### config.mk
export PLATFORM = sky130hd
export DESIGN_NAME = circular_double_ended_queue_flat
export DESIGN_NICKNAME = d
export VERILOG_FILES = /design/src/rtl/cdq_pkg.sv /design/src/rtl/cdq_ifs.sv /design/src/rtl/cdq_ram.sv /design/src/rtl/cdq_ctrl.sv /design/src/rtl/cdq_datapath.sv /design/src/rtl/circular_double_ended_queue.sv /design/src/flat_wrapper.sv
export SDC_FILE = /design/constraint.sdc
export NUM_CORES = 1
export LEC_CHECK = 0
export BUFFER_PORTS_ARGS = -buffer_cell sky130_fd_sc_hd__buf_2
export CELL_PAD_IN_SITES_DETAIL_PLACEMENT = 1
export CELL_PAD_IN_SITES_GLOBAL_PLACEMENT = 1
export CORE_AREA = 3 3 250 252
export CTS_CLUSTER_DIAMETER = 40
export DETAILED_ROUTE_END_ITERATION = 7
export DIE_AREA = 0 0 253 255
export HOLD_SLACK_MARGIN = 0.15
export PLACE_DENSITY = 0.6
export SLEW_MARGIN = 20
export SYNTH_ARGS = -nofsm -noshare
export SYNTH_HDL_FRONTEND = slang
export SYNTH_SLANG_ARGS = --single-unit
### constraint.sdc
create_clock -name clock -period 7.8 [get_ports clock]
set_input_delay 2.34 -clock clock [delete_from_list [all_inputs] [get_ports clock]]
set_output_delay 2.34 -clock clock [all_outputs]
set_load 0.01 [all_outputs]
### src/rtl/cdq_pkg.sv
// Shared types and constants for the circular double-ended queue.
package cdq_pkg;

   localparam int DATA_W   = 32;
   localparam int OP_W     = 2;
   localparam int STATUS_W = 2;

   // Value returned by a pop from an empty queue.
   localparam logic [DATA_W-1:0] POP_EMPTY_VALUE = '1;

   typedef enum logic [OP_W-1:0] {
      OP_PUSH_FRONT = 2'd0,
      OP_PUSH_REAR  = 2'd1,
      OP_POP_FRONT  = 2'd2,
      OP_POP_REAR   = 2'd3
   } op_type;

   typedef enum logic [STATUS_W-1:0] {
      ST_DONE  = 2'd0,
      ST_FULL  = 2'd1,
      ST_EMPTY = 2'd2
   } status_type;

   typedef enum logic [1:0] {
      CTL_IDLE = 2'd0,
      CTL_READ = 2'd1,
      CTL_RESP = 2'd2
   } ctl_state_type;

   // Commands from the controller to the datapath.
   typedef struct packed {
      logic accept;    // A request is taken in this cycle.
      logic capture;   // Load the slot read data into the result register.
   } ctl_cmd_type;

   // Status from the datapath to the controller.
   typedef struct packed {
      logic needs_read;   // The offered request is a pop of a nonempty queue.
   } dp_status_type;

endpackage

### src/rtl/cdq_ifs.sv
// Request and response channel interfaces of the circular double-ended queue.
interface cdq_req_if;
   logic                               valid;
   logic                               ready;
   logic [cdq_pkg::OP_W-1:0]           op;
   logic signed [cdq_pkg::DATA_W-1:0]  push_value;

   modport source (output valid, output op, output push_value, input ready);
   modport sink   (input valid, input op, input push_value, output ready);
endinterface

interface cdq_rsp_if;
   logic                               valid;
   logic                               ready;
   logic signed [cdq_pkg::DATA_W-1:0]  pop_value;
   logic [cdq_pkg::STATUS_W-1:0]       status;
   logic                               now_empty;
   logic                               now_full;

   modport source (output valid, output pop_value, output status, output now_empty,
                   output now_full, input ready);
   modport sink   (input valid, input pop_value, input status, input now_empty,
                   input now_full, output ready);
endinterface

### src/rtl/cdq_ram.sv
// Generic single-write, single-read RAM with registered read data.
module cdq_ram #(
   parameter int WIDTH = 32,
   parameter int DEPTH = 16
) (
   input  logic                     clock,
   input  logic                     wr_en,
   input  logic [$clog2(DEPTH)-1:0] wr_addr,
   input  logic [WIDTH-1:0]         wr_data,
   input  logic                     rd_en,
   input  logic [$clog2(DEPTH)-1:0] rd_addr,
   output logic [WIDTH-1:0]         rd_data
);

   logic [WIDTH-1:0] mem_ff [DEPTH];
   logic [WIDTH-1:0] rd_data_ff;

   always_ff @(posedge clock) begin
      if (wr_en) begin
         mem_ff[wr_addr] <= wr_data;
      end
      if (rd_en) begin
         rd_data_ff <= mem_ff[rd_addr];
      end
   end

   assign rd_data = rd_data_ff;

endmodule

### src/rtl/cdq_ctrl.sv
// Controller state machine of the circular double-ended queue.
module cdq_ctrl (
   input  logic                  clock,
   input  logic                  reset,
   input  logic                  req_valid,
   output logic                  req_ready,
   output logic                  rsp_valid,
   input  logic                  rsp_ready,
   input  cdq_pkg::dp_status_type stat,
   output cdq_pkg::ctl_cmd_type  cmd
);

   cdq_pkg::ctl_state_type state_ff, state_in;

   always_ff @(posedge clock) begin
      if (reset) begin
         state_ff <= cdq_pkg::CTL_IDLE;
      end else begin
         state_ff <= state_in;
      end
   end

   always_comb begin
      state_in = state_ff;
      case (state_ff)
         cdq_pkg::CTL_IDLE: begin
            if (req_valid) begin
               state_in = stat.needs_read ? cdq_pkg::CTL_READ : cdq_pkg::CTL_RESP;
            end
         end
         cdq_pkg::CTL_READ: begin
            state_in = cdq_pkg::CTL_RESP;
         end
         cdq_pkg::CTL_RESP: begin
            if (rsp_ready) begin
               state_in = cdq_pkg::CTL_IDLE;
            end
         end
         default: begin
            state_in = cdq_pkg::CTL_IDLE;
         end
      endcase
   end

   always_comb begin
      req_ready   = 1'b0;
      rsp_valid   = 1'b0;
      cmd.accept  = 1'b0;
      cmd.capture = 1'b0;
      case (state_ff)
         cdq_pkg::CTL_IDLE: begin
            req_ready  = 1'b1;
            cmd.accept = req_valid;
         end
         cdq_pkg::CTL_READ: begin
            cmd.capture = 1'b1;
         end
         cdq_pkg::CTL_RESP: begin
            rsp_valid = 1'b1;
         end
         default: begin
            req_ready = 1'b0;
         end
      endcase
   end

   // A pop that reads a slot always passes through the read state.
   a_read_follows: assert property (@(posedge clock) disable iff (reset)
      (cmd.accept && stat.needs_read) |=> state_ff == cdq_pkg::CTL_READ)
      else $error("pop with slot read did not enter the read state");

   // The read state always leads straight to the response state.
   a_read_to_resp: assert property (@(posedge clock) disable iff (reset)
      (state_ff == cdq_pkg::CTL_READ) |=> state_ff == cdq_pkg::CTL_RESP)
      else $error("read state did not lead to the response state");

   // No request is taken while a response is pending.
   a_no_overlap: assert property (@(posedge clock) disable iff (reset)
      rsp_valid |-> !req_ready)
      else $error("request accepted while a response is pending");

endmodule

### src/rtl/cdq_datapath.sv
// Datapath of the circular double-ended queue: indices, slot RAM and result register.
module cdq_datapath #(
   parameter int DEPTH = 16
) (
   input  logic                              clock,
   input  logic                              reset,
   input  cdq_pkg::ctl_cmd_type              cmd,
   output cdq_pkg::dp_status_type            stat,
   input  logic [cdq_pkg::OP_W-1:0]          op,
   input  logic [cdq_pkg::DATA_W-1:0]        push_value,
   output logic [cdq_pkg::DATA_W-1:0]        pop_value,
   output logic [cdq_pkg::STATUS_W-1:0]      status,
   output logic                              now_empty,
   output logic                              now_full
);

   localparam int IW = $clog2(DEPTH);
   localparam logic [IW-1:0] LAST_IDX = IW'(DEPTH - 1);

   function automatic logic [IW-1:0] next_idx(input logic [IW-1:0] i);
      return (i >= LAST_IDX) ? '0 : i + 1'b1;
   endfunction

   function automatic logic [IW-1:0] prev_idx(input logic [IW-1:0] i);
      return (i == '0 || i > LAST_IDX) ? LAST_IDX : i - 1'b1;
   endfunction

   logic [IW-1:0]                 front_ff, front_in;
   logic [IW-1:0]                 rear_ff, rear_in;
   logic                          empty_ff, empty_in;
   logic [cdq_pkg::DATA_W-1:0]    value_ff, value_in;
   cdq_pkg::status_type           status_ff, status_in;
   logic                          now_empty_ff;
   logic                          now_full_ff, full_after;

   cdq_pkg::op_type               op_code;
   logic                          is_push;
   logic                          full_now;
   logic                          ram_we, ram_re;
   logic [IW-1:0]                 ram_waddr, ram_raddr;
   logic [cdq_pkg::DATA_W-1:0]    ram_rdata;

   assign op_code  = cdq_pkg::op_type'(op);
   assign is_push  = (op_code == cdq_pkg::OP_PUSH_FRONT) ||
                     (op_code == cdq_pkg::OP_PUSH_REAR);
   assign full_now = !empty_ff && (next_idx(rear_ff) == front_ff);
   assign stat.needs_read = !is_push && !empty_ff;

   always_comb begin
      front_in  = front_ff;
      rear_in   = rear_ff;
      empty_in  = empty_ff;
      value_in  = '0;
      status_in = cdq_pkg::ST_DONE;
      ram_we    = 1'b0;
      ram_re    = 1'b0;
      ram_waddr = '0;
      ram_raddr = front_ff;
      if (is_push) begin
         if (full_now) begin
            status_in = cdq_pkg::ST_FULL;
         end else if (empty_ff) begin
            // First entry always lands in slot zero.
            front_in = '0;
            rear_in  = '0;
            empty_in = 1'b0;
            ram_we   = cmd.accept;
         end else if (op_code == cdq_pkg::OP_PUSH_FRONT) begin
            front_in  = prev_idx(front_ff);
            ram_waddr = prev_idx(front_ff);
            ram_we    = cmd.accept;
         end else begin
            rear_in   = next_idx(rear_ff);
            ram_waddr = next_idx(rear_ff);
            ram_we    = cmd.accept;
         end
      end else begin
         if (empty_ff) begin
            value_in  = cdq_pkg::POP_EMPTY_VALUE;
            status_in = cdq_pkg::ST_EMPTY;
         end else begin
            ram_re    = cmd.accept;
            ram_raddr = (op_code == cdq_pkg::OP_POP_FRONT) ? front_ff : rear_ff;
            if (front_ff == rear_ff) begin
               // Last entry leaves: indices return to zero.
               front_in = '0;
               rear_in  = '0;
               empty_in = 1'b1;
            end else if (op_code == cdq_pkg::OP_POP_FRONT) begin
               front_in = next_idx(front_ff);
            end else begin
               rear_in = prev_idx(rear_ff);
            end
         end
      end
      full_after = !empty_in && (next_idx(rear_in) == front_in);
   end

   always_ff @(posedge clock) begin
      if (reset) begin
         front_ff <= '0;
         rear_ff  <= '0;
         empty_ff <= 1'b1;
      end else if (cmd.accept) begin
         front_ff <= front_in;
         rear_ff  <= rear_in;
         empty_ff <= empty_in;
      end
   end

   always_ff @(posedge clock) begin
      if (cmd.accept) begin
         value_ff     <= value_in;
         status_ff    <= status_in;
         now_empty_ff <= empty_in;
         now_full_ff  <= full_after;
      end else if (cmd.capture) begin
         value_ff <= ram_rdata;
      end
   end

   cdq_ram #(
      .WIDTH (cdq_pkg::DATA_W),
      .DEPTH (DEPTH)
   ) u_slots (
      .clock   (clock),
      .wr_en   (ram_we),
      .wr_addr (ram_waddr),
      .wr_data (push_value),
      .rd_en   (ram_re),
      .rd_addr (ram_raddr),
      .rd_data (ram_rdata)
   );

   assign pop_value = value_ff;
   assign status    = status_ff;
   assign now_empty = now_empty_ff;
   assign now_full  = now_full_ff;

   // An empty queue always has both indices parked at zero.
   a_empty_parks: assert property (@(posedge clock) disable iff (reset)
      empty_ff |-> (front_ff == '0 && rear_ff == '0))
      else $error("empty queue with nonzero index");

   // Slots are written only by an accepted push.
   a_write_on_push: assert property (@(posedge clock) disable iff (reset)
      ram_we |-> (cmd.accept && is_push && !full_now))
      else $error("slot write outside an accepted push");

   // Indices move only when a request is taken.
   a_idx_hold: assert property (@(posedge clock) disable iff (reset)
      !$past(cmd.accept) && !$past(reset) |-> $stable(front_ff) && $stable(rear_ff))
      else $error("index changed without an accepted request");

endmodule

### src/rtl/circular_double_ended_queue.sv
// Top level of the circular double-ended queue: controller, datapath and channels.
//
// The block keeps up to DEPTH signed 32-bit entries in a ring held in a RAM.
// Each request on req_ch carries an op (push front, push rear, pop front,
// pop rear) and a push_value. Every request yields exactly one response on
// rsp_ch with pop_value, status (done, push refused because full, pop refused
// because empty) and the now_empty and now_full flags after the step.
// A push answers with pop_value zero; a pop of an empty queue answers all ones.
//
// One request is in flight at a time. A push or a refused pop shows its
// response in the cycle after the request is taken; a pop that reads a slot
// first passes through the read state for the registered RAM read, and a
// new request is taken only after the response has been delivered.
//
// A response waits in the output register while rsp_ch.ready is low, and no
// new request is taken until it is delivered. Synchronous reset returns the
// controller to idle and the queue to empty with both indices at zero; the
// slot contents are left as they were and are never read before a push.
module circular_double_ended_queue #(
   parameter int DEPTH = 16
) (
   input  logic     clock,
   input  logic     reset,
   cdq_req_if.sink  req_ch,
   cdq_rsp_if.source rsp_ch
);

   cdq_pkg::ctl_cmd_type   cmd;
   cdq_pkg::dp_status_type stat;

   // The controller sequences accept, optional slot read and response.
   cdq_ctrl u_ctrl (
      .clock     (clock),
      .reset     (reset),
      .req_valid (req_ch.valid),
      .req_ready (req_ch.ready),
      .rsp_valid (rsp_ch.valid),
      .rsp_ready (rsp_ch.ready),
      .stat      (stat),
      .cmd       (cmd)
   );

   // The datapath updates the indices when a request is taken and holds the response.
   cdq_datapath #(
      .DEPTH (DEPTH)
   ) u_datapath (
      .clock      (clock),
      .reset      (reset),
      .cmd        (cmd),
      .stat       (stat),
      .op         (req_ch.op),
      .push_value (req_ch.push_value),
      .pop_value  (rsp_ch.pop_value),
      .status     (rsp_ch.status),
      .now_empty  (rsp_ch.now_empty),
      .now_full   (rsp_ch.now_full)
   );

endmodule

### src/flat_wrapper.sv
// flat-port wrapper written by rule: the top's interface ports become plain ports
module circular_double_ended_queue_flat 
#(
   parameter int DEPTH = 16
)
  (clock, reset, req_ch_valid, req_ch_op, req_ch_push_value, req_ch_ready, rsp_ch_valid, rsp_ch_pop_value, rsp_ch_status, rsp_ch_now_empty, rsp_ch_now_full, rsp_ch_ready);
  cdq_req_if req_ch_i ();
  cdq_rsp_if rsp_ch_i ();
  input  logic clock;
  input  logic reset;
  input wire logic [$bits(req_ch_i.valid)-1:0] req_ch_valid;
  input wire logic [$bits(req_ch_i.op)-1:0] req_ch_op;
  input wire logic [$bits(req_ch_i.push_value)-1:0] req_ch_push_value;
  output wire logic [$bits(req_ch_i.ready)-1:0] req_ch_ready;
  output wire logic [$bits(rsp_ch_i.valid)-1:0] rsp_ch_valid;
  output wire logic [$bits(rsp_ch_i.pop_value)-1:0] rsp_ch_pop_value;
  output wire logic [$bits(rsp_ch_i.status)-1:0] rsp_ch_status;
  output wire logic [$bits(rsp_ch_i.now_empty)-1:0] rsp_ch_now_empty;
  output wire logic [$bits(rsp_ch_i.now_full)-1:0] rsp_ch_now_full;
  input wire logic [$bits(rsp_ch_i.ready)-1:0] rsp_ch_ready;
  assign req_ch_i.valid = req_ch_valid;
  assign req_ch_i.op = req_ch_op;
  assign req_ch_i.push_value = req_ch_push_value;
  assign req_ch_ready = req_ch_i.ready;
  assign rsp_ch_valid = rsp_ch_i.valid;
  assign rsp_ch_pop_value = rsp_ch_i.pop_value;
  assign rsp_ch_status = rsp_ch_i.status;
  assign rsp_ch_now_empty = rsp_ch_i.now_empty;
  assign rsp_ch_now_full = rsp_ch_i.now_full;
  assign rsp_ch_i.ready = rsp_ch_ready;
  circular_double_ended_queue #(.DEPTH(DEPTH)) u_core (.clock(clock), .reset(reset), .req_ch(req_ch_i), .rsp_ch(rsp_ch_i));
endmodule
Yosys cells after proc, flatten, opt, wreduce, memory -nomap -nowiden. Memories as Yosys holds them, arrays and structs flattened. A register that Yosys moved wholly into a read port is not among the register bits. Index checks and enable logic that the tools add are counted.

Bits in writable memories: 512. Word-level logic and storage cells: 94. Bits of input ports: 38. Bits in registers: 47. Memories kept: 1. Output and inout bits: 38.

Eq/ne operators: 9. Reductions and logical operators: 15. Order comparisons: 5. Multiplexer cells: 51. $add $sub $neg: 5.

Memories: u_core.u_datapath.u_slots.mem_ff (depth 16, width 32, rd ports 1, clocked after memory_dff 1, wr ports 1, RTL line cdq_ram.sv:15) `logic [WIDTH-1:0] mem_ff [DEPTH];`.

Operators by type and width (count): $mux W32 (4); $mux W4 (26); $mux W1 (15); $add A4 B1 Y4 const B (3); $eq A4 B4 Y1 (3); $ge A4 B4 Y1 const B (3); $mux W2 (5); $gt A4 B4 Y1 const B (2); $logic_not A4 Y1 (2); $sub A4 B1 Y4 const B (2); $pmux W2 S3 (1); $eq A2 B1 Y1 const B (2); $eq A2 B2 Y1 const B (2); $logic_not A2 Y1 (2); $ne A2 B2 Y1 const B (2); $logic_and A1 B1 Y1 (3); $logic_not A1 Y1 (3); $logic_or A1 B1 Y1 (3); $reduce_and A2 Y1 (1); $reduce_bool A2 Y1 (1).

Logic depth before layout (Yosys ltp).
Word-level depth: 11. Depth in mapped cells: 15. Depth with buffers taken out: 14.

Modules after synthesis. From an unflattened synthesis, not the netlist that was laid out.

Cells, all modules: 1173. Area, all modules: 23204.8 µm².

By module, submodules not included: cdq_ram (times used 1, cells an instance 838, sequential area each 16335.7 µm², area each 20155.6 µm²); cdq_datapath (times used 1, cells an instance 323, sequential area each 1261.2 µm², area each 2944.1 µm²); cdq_ctrl (times used 1, cells an instance 12, sequential area each 40.0 µm², area each 105.1 µm²).

Worst setup path before layout. OpenSTA, ideal clock, no wires.

Kind: input-to-reg. Start point: in req_ch_op[0]. End point: mem u_core.u_datapath.u_slots.mem_ff[12][0], enable pin. Setup time: 0.421 ns. Arrival: 5.142 ns. Required time: 7.379 ns. Stages: 8. Setup slack: 2.237 ns. Path buffers: 3. Path through: clkbuf_1 clkbuf_1 clkbuf_1 inv_1 nand2_1 o211ai_1 or3_1 nor2_1.

Longest elaborated chain between the ends: 5. Elaborated cells between the ends (all ways): 10. Those cells by class: eq/ne: 1; mux: 7; reduce/logical: 2.

RTL lines: start: declaration (RTL line flat_wrapper.sv:12) `input wire logic [$bits(req_ch_i.op)-1:0] req_ch_op;`; $logic_not A2 Y1 or $eq A2 B1 Y1 (tied branches) (RTL line cdq_datapath.sv:44, cdq_datapath.sv:68, cdq_datapath.sv:45); $mux W4 or $logic_or A1 B1 Y1 (tied branches) (RTL line cdq_datapath.sv:68, cdq_datapath.sv:44); $mux W4 or $mux W1 (tied branches) (RTL line cdq_datapath.sv:62, cdq_datapath.sv:59); $mux W4 or $mux W1 (tied branches) (RTL line cdq_datapath.sv:60, cdq_ram.sv:19); $mux W4 or $mux W1 (tied branches) (RTL line cdq_datapath.sv:59, cdq_ram.sv:20); end: declaration (RTL line cdq_ram.sv:15).

Parallel ways exist; a longest one is shown, timed or not.

Worst setup path in the final report.
Start point: in req_ch_op[1]. End point: reg u_core.u_datapath.u_slots.rd_data_ff[8] (netlist: u_core.u_datapath.u_slots.rd_data[8]) (read register of u_core.u_datapath.u_slots.mem_ff), data pin.

Longest elaborated chain between the ends: 4. Elaborated cells between the ends (all ways): 8. Those cells by class: eq/ne: 2; mux: 4; reduce/logical: 2.

RTL lines: $eq A2 B2 Y1 (RTL line cdq_datapath.sv:83) `ram_raddr = (op_code == cdq_pkg::OP_POP_FRONT) ? front_ff : rear_ff;`; $mux W4 (RTL line cdq_datapath.sv:83); $mux W4 (RTL line cdq_datapath.sv:78) `if (empty_ff) begin`; $mux W4 (RTL line cdq_datapath.sv:59) `if (is_push) begin`; end: declaration (RTL line cdq_ram.sv:16) `logic [WIDTH-1:0] rd_data_ff;`.

Parallel ways exist; a longest one is shown, timed or not. A chain may end at the register's enable or synchronous reset.

==> impl_metrics.py <==
metrics = {
    "outcome": {
        "status": "finished, final reports clean",
    },
    "worst_hold_path": {
        "hold_end": "u_core.u_datapath.pop_value[12]",
        "holdCritStartpoint": "u_core.u_datapath.u_slots.rd_data[12]",
        "hp-class": "flip-flop to flip-flop",
        "holdPathStages": 1,
    },
    "clocking": {
        "postCtsSetupBuffers": 0,
        "cts_tree": "yes",
        "worstSkewPairLatency_ns": 0.62,
        "root_buffer": "clkbuf_16",
        "cts-resized-gates": 0,
        "cts.sinks": 591,
        "clock_path_buffers": 3,
        "postCtsHoldBufs": 0,
        "clkTransAtPathRegs_ns": 0.05,
        "cts_made_buffers": 88,
        "htree_levels": 3,
    },
    "critical_path": {
        "end_kind": "flip-flop",
        "arrival_ns": 5.68,
        "startpoint_type": "input pin",
        "reg2reg_to": "u_core.u_datapath.u_slots.mem_ff[1][16]",
        "worstPathRequired_ns": 8.24,
        "r2r_setup_slack_ns": 3.31,
        "worstSetupPathType": "input pin to flip-flop",
        "path_max_fanout": 74,
        "r2r-start": "u_core.u_datapath.rear_ff[0]",
        "rr_worst_depth": 9,
    },
    "logic_synthesis": {
        "ys_top_cells_by_count": "edfxtp_1, nand2_1, a211oi_1, and2_1, clkbuf_1",
        "ys.warnings.count": 0,
        "yosys-top-cells-area": "edfxtp_1, a211oi_1, nand2_1, and2_1, a311oi_1",
        "synth_most_common_cell": "edfxtp_1",
        "synth_edf_count": 580,
        "yosysTopAreaCell": "edfxtp_1",
        "async_flop_share": 0,
        "syn_area_per_cell_um2": 14.0,
        "ys_seq_area_frac": 0.733,
        "synth_top_area_frac": 0.724,
        "ys_seq_elements": 591,
        "syn-cell-area_um2": 24100,
        "netlist-cell-type-count": 63,
        "synth_flop_cell": "edfxtp_1",
        "netlist_instances": 1720,
        "synth_fp_nets": 1763,
    },
    "drt": {
        "drt.antenna.violating_nets": 0,
        "viasPerCell": 5.62,
        "drt_pre_antenna_iters": 5,
        "num_vias": 14925,
        "drc_errors": 0,
        "wl_per_cell_um": 24.1,
        "drt_iter0_drc": 975,
        "routed_wl_um": 64000,
    },
    "layout": {
        "fillers": 5866,
        "drive_gt1_frac": 0.163,
        "design_area_um2": 28800,
        "syn_to_final_growth_pct": 19.7,
        "final_nets": 1845,
        "final_cells": 2656,
    },
    "die": {
        "dieArea_um2": 64500,
        "initial_core_util": 0.399,
        "ioPinCount": 76,
        "die_h_um": 255,
        "rows": 90,
        "core-area_um2": 60400,
        "die_width_um": 253,
    },
    "sta": {
        "fmax_mhz": 191,
        "drv_slew": 0,
        "setup-tns-final_ns": 0,
        "setup_viol": 0,
        "whs_ns": 0.517,
        "worst_pin_slew_ns": 1.11,
        "slew_headroom": 0.261,
        "hold_viol": 0,
        "finalClockSkew_ns": 0.0219,
        "period_share": 0.672,
        "fin_crit_ns": 5.24,
        "rsz0062_at_grt": "false",
    },
    "placement": {
        "place_area_um2": 25500,
        "io_buffers": 75,
        "dp.cells": 2492,
        "hpwl_um": 35300,
        "place_congestion": 0.842,
    },
    "global_routing": {
        "grt.total_usage": 0.200,
        "grt_pass1_vias": 15705,
        "grt_first_pass_wirelength_um": 97100,
        "antenna_found_initial": 3,
        "grt_max_degree": 157,
        "grt.overflow.total": 0,
    },
    "pwr": {
        "peakVddDrop_mv": 0.148,
        "powerDensity_nw_per_um2": 293,
        "p_leak_nw": 9.59,
    },
    "run": {
        "cap_violations": 0,
    },
}
[cells in the final DEF, fill, tap and decap left out, types with 3 or more instances in the layout]
| cell | netlist | routed |
|---|---|---|
| inv_6 | 0 | 10 |
| nand3_1 | 5 | 5 |
| a21o_1 | 32 | 32 |
| o21ai_0 | 13 | 13 |
| inv_1 | 15 | 15 |
| clkbuf_16 | 0 | 91 |
| buf_4 | 1 | 37 |
| buf_12 | 0 | 8 |
| nor2_4 | 1 | 20 |
| clkinvlp_4 | 0 | 6 |
| nor2b_1 | 7 | 7 |
| bufinv_16 | 0 | 21 |
| clkinv_4 | 0 | 6 |
| a211oi_1 | 167 | 167 |
| or3_1 | 4 | 4 |
| a31oi_1 | 66 | 66 |
| o31ai_1 | 3 | 3 |
| nand2b_1 | 4 | 4 |
| a21oi_1 | 88 | 86 |
| and2_0 | 18 | 18 |
| clkinv_2 | 0 | 8 |
| edfxtp_1 | 580 | 580 |
| clkinv_1 | 0 | 11 |
| nor4_1 | 3 | 3 |
| dfxtp_1 | 11 | 11 |
| and2_1 | 111 | 111 |
| nand2_1 | 281 | 280 |
| o211ai_1 | 3 | 3 |
| a311oi_1 | 66 | 66 |
| nor2_1 | 48 | 29 |
| nand4_1 | 5 | 5 |
| clkbuf_1 | 107 | 5 |
| xnor2_1 | 9 | 9 |
| ha_1 | 5 | 5 |
| buf_2 | 20 | 75 |
[layout make-up]
type / instances / area [µm²] / share of cell area
flip-flops and latches: 591 / 17600 / 0.612
multi-input cells: 984 / 6050 / 0.210
clock buffers: 96 / 2300 / 0.0797
well taps: 782 / 978 / 0.0340
clock inverters: 64 / 928 / 0.0322
repair buffers: 122 / 868 / 0.0301
inverters: 15 / 56.3 / 0.00195
diodes: 2 / 5.00 / 0.000174
[registers in the layout (all words and copies together), names as in the netlist]
| name | cells |
|---|---|
| u_core.u_ctrl.state_ff | 2 |
| u_core.u_datapath.empty_ff | 1 |
| u_core.u_datapath.front_ff | 4 |
| u_core.u_datapath.now_empty | 1 |
| u_core.u_datapath.now_full | 1 |
| u_core.u_datapath.pop_value | 32 |
| u_core.u_datapath.rear_ff | 4 |
| u_core.u_datapath.status | 2 |
| u_core.u_datapath.u_slots.mem_ff | 512 |
| u_core.u_datapath.u_slots.rd_data | 32 |
[per-layer routing]
metal	part of all wire	wire length (µm)	track usage
met1	0.45	29000	0.267
met2	0.49	31200	0.336
met3	0.039	2470	0.0331
met4	0.022	1420	0.0652
met5	0.00020	13	0
[cells by family after synthesis]
kind of cell               Yosys count  synth area share
and+or+nand+nor                    500            0.0968
buffers and inverters              145            0.0241
xor gates and xnor gates            13           0.00567
muxes                                1          0.000416
adders and majority gates            5           0.00260
DFF                                591             0.733
AOI/OAI and AO/OA                  465             0.138
[worst max-delay path, cell delays in order]
cell and delay, ns:
buf_2 0.36, nor2b_1 0.27, nand2_1 0.40, nand2_1 0.31, o21a_4 0.75, buf_12 0.35, and2_1 0.18, a211oi_1 0.05
a311oi_1 0.29, a211oi_1 0.12, a21oi_1 0.22
[where the power goes]
| group | total, mW | internal [mW] | leakage [nW] | switching [mW] |
|---|---|---|---|---|
| logic | 0.570 | 0.182 | 2.69 | 0.388 |
| clock network | 4.29 | 2.83 | 1.56 | 1.46 |
| registers | 3.58 | 3.55 | 5.34 | 0.0298 |
[worst max-delay path by stage]
| stage | startpoint | end | slack, ns | cells past startpoint |
|---|---|---|---|---|
| 3_5_place_dp | req_ch_op[1] | u_core.u_datapath.u_slots.rd_data[14] | 2.00 | 11 |
| 4_1_cts | req_ch_op[1] | u_core.u_datapath.u_slots.rd_data[8] | 2.59 | 11 |
| 6_report | req_ch_op[1] | u_core.u_datapath.u_slots.rd_data[8] | 2.56 | 11 |
| 5_1_grt | req_ch_op[1] | u_core.u_datapath.u_slots.rd_data[22] | 2.23 | 11 |
| 3_3_place_gp | req_ch_op[1] | u_core.u_datapath.u_slots.rd_data[4] | 2.02 | 11 |
| 2_1_floorplan | req_ch_op[0] | u_core.u_datapath.u_slots.mem_ff[12][0] | 2.24 | 8 |
[metrics by stage]
| step | power, mW | worst slack [ns] | utilization |
|---|---|---|---|
| 6_report | 8.44 | 2.56 | 0.477 |
| 3_3_place_gp | 4.20 | 2.02 | 0.422 |
| 5_1_grt | 8.73 | 2.23 | 0.477 |
| 3_5_place_dp | 4.22 | 2.00 | 0.423 |
| 2_1_floorplan | 3.99 | 2.24 | - |
| 4_1_cts | 8.53 | 2.59 | 0.477 |
Note: power is estimated with default switching activity, not from simulation.
